File: src/ssst_pkg.sv
// Shared types and constants of the sorted store span tracker.
`default_nettype none

package ssst_pkg;

    localparam int DATA_W = 32;
    localparam int CAP_W = 7;
    localparam logic [CAP_W-1:0] CAP_RESET = 7'd64;

    typedef enum logic {
        ST_IDLE,
        ST_CALC
    } ctrl_state_t;

    typedef struct packed {
        logic              has_lo;
        logic              has_hi;
        logic [DATA_W-1:0] lo;
        logic [DATA_W-1:0] hi;
    } gap_report_t;

endpackage

`default_nettype wire

File: src/ssst_cell.sv
// One cell of the sorted insertion chain with its neighbor gap calculation.
`default_nettype none

module ssst_cell #(
    parameter int CNT_W = 7,
    parameter int INDEX = 0
) (
    input  logic                              clk,
    input  logic                              rst_n,
    input  logic                              ins,
    input  logic signed [ssst_pkg::DATA_W-1:0] value,
    input  logic [CNT_W-1:0]                  count,
    input  logic                              left_le,
    input  logic [ssst_pkg::DATA_W-1:0]       left_entry,
    output logic                              le,
    output logic [ssst_pkg::DATA_W-1:0]       entry,
    output ssst_pkg::gap_report_t             report
);
    import ssst_pkg::*;

    localparam logic HAS_LEFT = (INDEX > 0);

    logic [DATA_W-1:0] entry_reg;
    logic [DATA_W-1:0] entry_next;
    logic [DATA_W-1:0] gap_lo_reg;
    logic [DATA_W-1:0] gap_hi_reg;
    logic              has_lo_reg;
    logic              has_lo_next;
    logic              has_hi_reg;
    logic              has_hi_next;
    logic              occupied;
    logic              here;

    assign occupied = (count > CNT_W'(INDEX));
    assign le = occupied && ($signed(entry_reg) <= value);
    assign here = !le && left_le;
    assign entry = entry_reg;

    always_comb
    begin
        entry_next = entry_reg;
        if (ins && !le)
        begin
            entry_next = here ? DATA_W'(value) : left_entry;
        end
        has_lo_next = ins && here && HAS_LEFT;
        has_hi_next = ins && here && occupied;
    end

    always_ff @(posedge clk)
    begin
        entry_reg <= entry_next;
        if (ins && here)
        begin
            gap_lo_reg <= DATA_W'(value) - left_entry;
            gap_hi_reg <= entry_reg - DATA_W'(value);
        end
    end

    always_ff @(posedge clk or negedge rst_n)
    begin
        if (!rst_n)
        begin
            has_lo_reg <= 1'b0;
            has_hi_reg <= 1'b0;
        end
        else if (ins)
        begin
            has_lo_reg <= has_lo_next;
            has_hi_reg <= has_hi_next;
        end
    end

    assign report.has_lo = has_lo_reg;
    assign report.has_hi = has_hi_reg;
    assign report.lo = gap_lo_reg;
    assign report.hi = gap_hi_reg;

endmodule

`default_nettype wire

File: config.mk
export PLATFORM = sky130hd
export DESIGN_NAME = ssst_cell
export DESIGN_NICKNAME = d
export VERILOG_FILES = /design/src/ssst_pkg.sv /design/src/ssst_cell.sv
export SDC_FILE = /design/constraint.sdc
export NUM_CORES = 1
export LEC_CHECK = 0
export ABC_AREA = 1
export BUFFER_PORTS_ARGS = -buffer_cell sky130_fd_sc_hd__buf_2
export CORE_MARGIN = 4
export CORE_UTILIZATION = 55
export CTS_CLUSTER_DIAMETER = 100
export DETAILED_ROUTE_END_ITERATION = 12
export HOLD_SLACK_MARGIN = 0.08
export PLACE_DENSITY = 0.81
export SYNTH_ARGS = -nofsm -noshare
export SYNTH_HDL_FRONTEND = slang
export SYNTH_SLANG_ARGS = --single-unit
File: constraint.sdc
create_clock -name clk -period 5 [get_ports clk]
set_input_delay 0.5 -clock clk [delete_from_list [all_inputs] [get_ports clk]]
set_output_delay 0.5 -clock clk [all_outputs]
set_load 0.01 [all_outputs]
# Yosys cells after proc, flatten, opt, wreduce, memory -nomap -nowiden
# Cells that the tools add are included.
# totals
reg_bits,97
inputBits,75
out_inout_bits,99
wordCells,15
# op_classes
n_addsub,2
order_cmp,2
n_mux,1
n_reduce_logical,6
# op_table
op,n
subtractor 32 bit,2
<= comparator 32 bit,1
2-to-1 mux 32 bit,1
greater-than comparator 7 x 1 -> 1 bit (second input constant),1
logical AND 1 bit,5
zero test 1 bit,1

# Logic depth before layout (Yosys ltp)
# depth
ltp_word,6
ltp_mapped,20
ltp_nobuf,19

# Worst setup path after synthesis
# OpenSTA, ideal clock, no wires.
# synth_path
kind,input port to flip-flop
start,input value[0] (netlist bit)
end,"register gap_hi_reg[0], enable pin"
setup_time_ps,435
t_arrival_ps,3783
slack_ps,782
path_stages,18
path_buffers,1
path_cell_list,ha_1 > fa_1 > inv_1 > nand2_1 > nand2_1 > nand3_1 > nand2_2 > nand2_2 > nand2_2 > nand2_1 > nand2_1 > nand2_1 > nand2_1 > nand2_2 > nand2_4 > nand2_4 > buf_6 > nor2_2
# synth_via
elab_chain_len,5
# synth_rtl
item,line_no,rtl
"start, declared",ssst_cell.sv:11,"input logic signed [ssst_pkg::DATA_W-1:0] value,"
<= comparator 32 bit,ssst_cell.sv:35,assign le = occupied && ($signed(entry_reg) <= value);
logical AND 1 bit,ssst_cell.sv:35,
zero test 1 bit,ssst_cell.sv:36,assign here = !le && left_le;
logical AND 1 bit,ssst_cell.sv:36,
logical AND 1 bit,ssst_cell.sv:53,if (ins && here)
"end signal, assigned",ssst_cell.sv:56,gap_hi_reg <= entry_reg - DATA_W'(value);
"end, declared",ssst_cell.sv:26,logic [DATA_W-1:0] gap_hi_reg;
# No other way between the ends.
# A chain may end at the register's enable or synchronous reset.

# Worst setup path after layout
# layout_path
start,register entry_reg[0] (netlist: entry[0])
end,"register gap_lo_reg[8], enable pin"
# layout_via
elab_chain_len,5
# layout_rtl
item,line_no,rtl
"start, declared",ssst_cell.sv:23,logic [DATA_W-1:0] entry_reg;
"start signal, assigned",ssst_cell.sv:52,entry_reg <= entry_next;
<= comparator 32 bit,ssst_cell.sv:35,
logical AND 1 bit,ssst_cell.sv:35,
zero test 1 bit,ssst_cell.sv:36,
logical AND 1 bit,ssst_cell.sv:36,
logical AND 1 bit,ssst_cell.sv:53,
"end signal, assigned",ssst_cell.sv:55,gap_lo_reg <= DATA_W'(value) - left_entry;
"end, declared",ssst_cell.sv:25,logic [DATA_W-1:0] gap_lo_reg;
# No other way between the ends.

==> reports/results.ini <==
[status]
status=complete, no violations

[pwr]
power_density_nw_per_um2=314
p_leak_uw=0.00442
vdd_ir_drop_max_uv=165
totalPowerFinal_uw=2740

[detailed_routing]
drt_iter0_markers=599
detail_route.wl_per_cell_um=15.4
postRouteAntennaNets=0
viasPerCell=5.37
vias=7012
wl_mm=20.1
drt_pass1_iterations=7
drc=0

[layout]
area_growth_pct=17.5
drive_gt1_frac=0.174
diodes=0
final_core_util=0.660
nets=1266

[die]
dieArea_um2=15500
start_util=0.562
io_pins=174
die-height_um=124
core_um2=13200
placementRows=42
die_w_um=124

[critical_path]
critPathLaunchType=flip-flop
reg2reg_to=gap_lo_reg[8]$_DFFE_PP_
regToRegSetupSlack_ns=1.34
reg2regPathDepth=19
cp_max_fo=64
cp_data_arrival_time_ns=3.64
critical_path_required_ns=4.99
critPathCaptureType=flip-flop
r2r_start=entry[0]$_DFFE_PP_
crit_type=reg -> reg

[worst_hold_path]
hold_class=in -> reg
hold_depth=3
hold_path.startpoint=ins
hold_path_end=has_hi_reg$_DFFE_PN0P_

[global_routing]
gr-total-overflow=0
track_usage=0.255
grt_pass1_wl_mm=31.7
grt_max_degree=65
grt_pass1_vias=6381
antenna_found_initial=0

[synth]
synth_area_leader_cell=edfxtp_1
synthArstFlopShare=0.0103
synth_seq_area_share=0.391
synth-seq-cells=97
synth_cells=952
synthTopCellsByCount=nand2_1 (246), inv_1 (164), edfxtp_1 (96)
synth_edf_count=96
synth_flop_cell=edfxtp_1
ys_warn_count=0
synth.net_count=1092
avgSynthCellArea_um2=7.82
synth.area.top_cells=edfxtp_1 (39%), nand2_1 (12%), ha_1 (11%), inv_1 (8.3%), a21oi_1 (4.6%)
synth_top_area_frac=0.387
synth_cell_types=39
synth.most_common_cell=nand2_1
syn_area_um2=7440

[timing]
finalCritPeriodShare=0.732
finalClockSkew_ns=0.00738
timing.fmax_ghz=0.273
fin_crit_ns=3.66
rsz0062_at_grt=false
finalMaxSlewViolations=0
slew_headroom=0.473
tightest_slew_ns=0.791
setup-tns-final_ns=0
setup_viol=0
hold_viol_final=0
finalHoldWorstSlack_ns=0.422

[cts]
htreeDepth=3
cts_tree=yes
clk_pin_slew_ns=0.07
numCtsBuffers=9
worstSkewPairLatency_ns=0.35
clkSinkCount=97
clock_path_buffers=2
cts_root_buf=clkbuf_16

[placed_design]
io_buffers=172
gp_congestion=0.971
dp_hpwl_mm=16.6

[job]
max_cap_viol_count=0

-- where the power goes --
| part | switching (µW) | leakage (µW) | internal (µW) |
|---|---|---|---|
| Combinational | 635 | 0.00339 | 354 |
| Sequential | 37.9 | 0.000901 | 1050 |
| Clock | 292 | 0.000133 | 380 |
-- worst max-delay path, cell delays in order (launching register included) --
cell	delay, ns
edfxtp_1	0.35
inv_1	0.05
ha_1	0.20
fa_1	0.40
inv_1	0.07
nand2_1	0.04
nand2_1	0.07
nand3_1	0.08
nand2_2	0.11
nand2_2	0.06
nand2_2	0.10
nand2_1	0.08
nand2_1	0.06
nand2_1	0.07
nand2_1	0.08
nand2_2	0.06
nand2_4	0.28
nand2_4	0.29
nor2_4	0.15
buf_4	0.64
-- layout make-up --
| cell class | instances | area, µm² |
|---|---|---|
| Fill cell | 1167 | 4500 |
| Multi-Input combinational cell | 679 | 3840 |
| Sequential cell | 97 | 2910 |
| Timing Repair Buffer | 175 | 886 |
| Inverter | 164 | 616 |
| Clock buffer | 10 | 229 |
| Tap cell | 176 | 220 |
| Clock inverter | 4 | 46.3 |
-- per-stage QoR --
step	setup WS, ns	cells	area, µm²
3_5_place_dp	1.10	1290	8460
6_report	1.34	1305	8740
5_1_grt	1.00	1305	8740
3_3_place_gp	1.16	1290	8460
2_1_floorplan	0.782	952	7440
4_1_cts	1.36	1305	8740
-- logic make-up after synthesis --
| logic type | share of synthesized area |
|---|---|
| other | 0.000504 |
| DFF | 0.391 |
| and+or+nand+nor | 0.228 |
| xor gates and xnor gates | 0.0494 |
| buffers and inverters | 0.0945 |
| adders and majority gates | 0.111 |
| AOI/OAI and AO/OA | 0.125 |
-- layout by cell type, fill, tap and decap left out, types with 12 or more instances in the layout --
cell      count
a21oi_1      69
nand3_1      54
o21ai_0      31
xnor2_1      18
ha_1         63
buf_2       172
nand2_1     246
o21bai_1     12
xor2_1       24
inv_1       164
edfxtp_1     96
nor2_1       77
-- metal layers --
| metal | vias to the layer above | routed length (µm) | track usage |
|---|---|---|---|
| met5 | - | 0 | 0 |
| met4 | 0 | 658 | 0.103 |
| met1 | 3171 | 8590 | 0.349 |
| met3 | 47 | 1480 | 0.0334 |
| li1 | 3498 | - | - |
| met2 | 296 | 9360 | 0.409 |
-- how the worst max path moves through the flow --
stage	start	depth (start not counted)	endpoint	slack, ns
floorplan	value[0]	18	gap_hi_reg[0]$_DFFE_PP_	0.78
global placement	value[0]	19	gap_hi_reg[0]$_DFFE_PP_	1.16
detailed placement	value[0]	19	gap_hi_reg[0]$_DFFE_PP_	1.10
CTS	entry[0]$_DFFE_PP_	19	gap_hi_reg[5]$_DFFE_PP_	1.36
global route	entry[0]$_DFFE_PP_	19	gap_hi_reg[18]$_DFFE_PP_	1.00
finish	entry[0]$_DFFE_PP_	19	gap_lo_reg[8]$_DFFE_PP_	1.34
-- what timing repair did --
action | in CTS | in global routing
setup buffers | 0 | 0
hold endpoints to repair | 1 | 0
hold buffers | 1 | 0
gates resized for setup | 0 | 0
No activity file was read; power rests on OpenSTA's default activity.
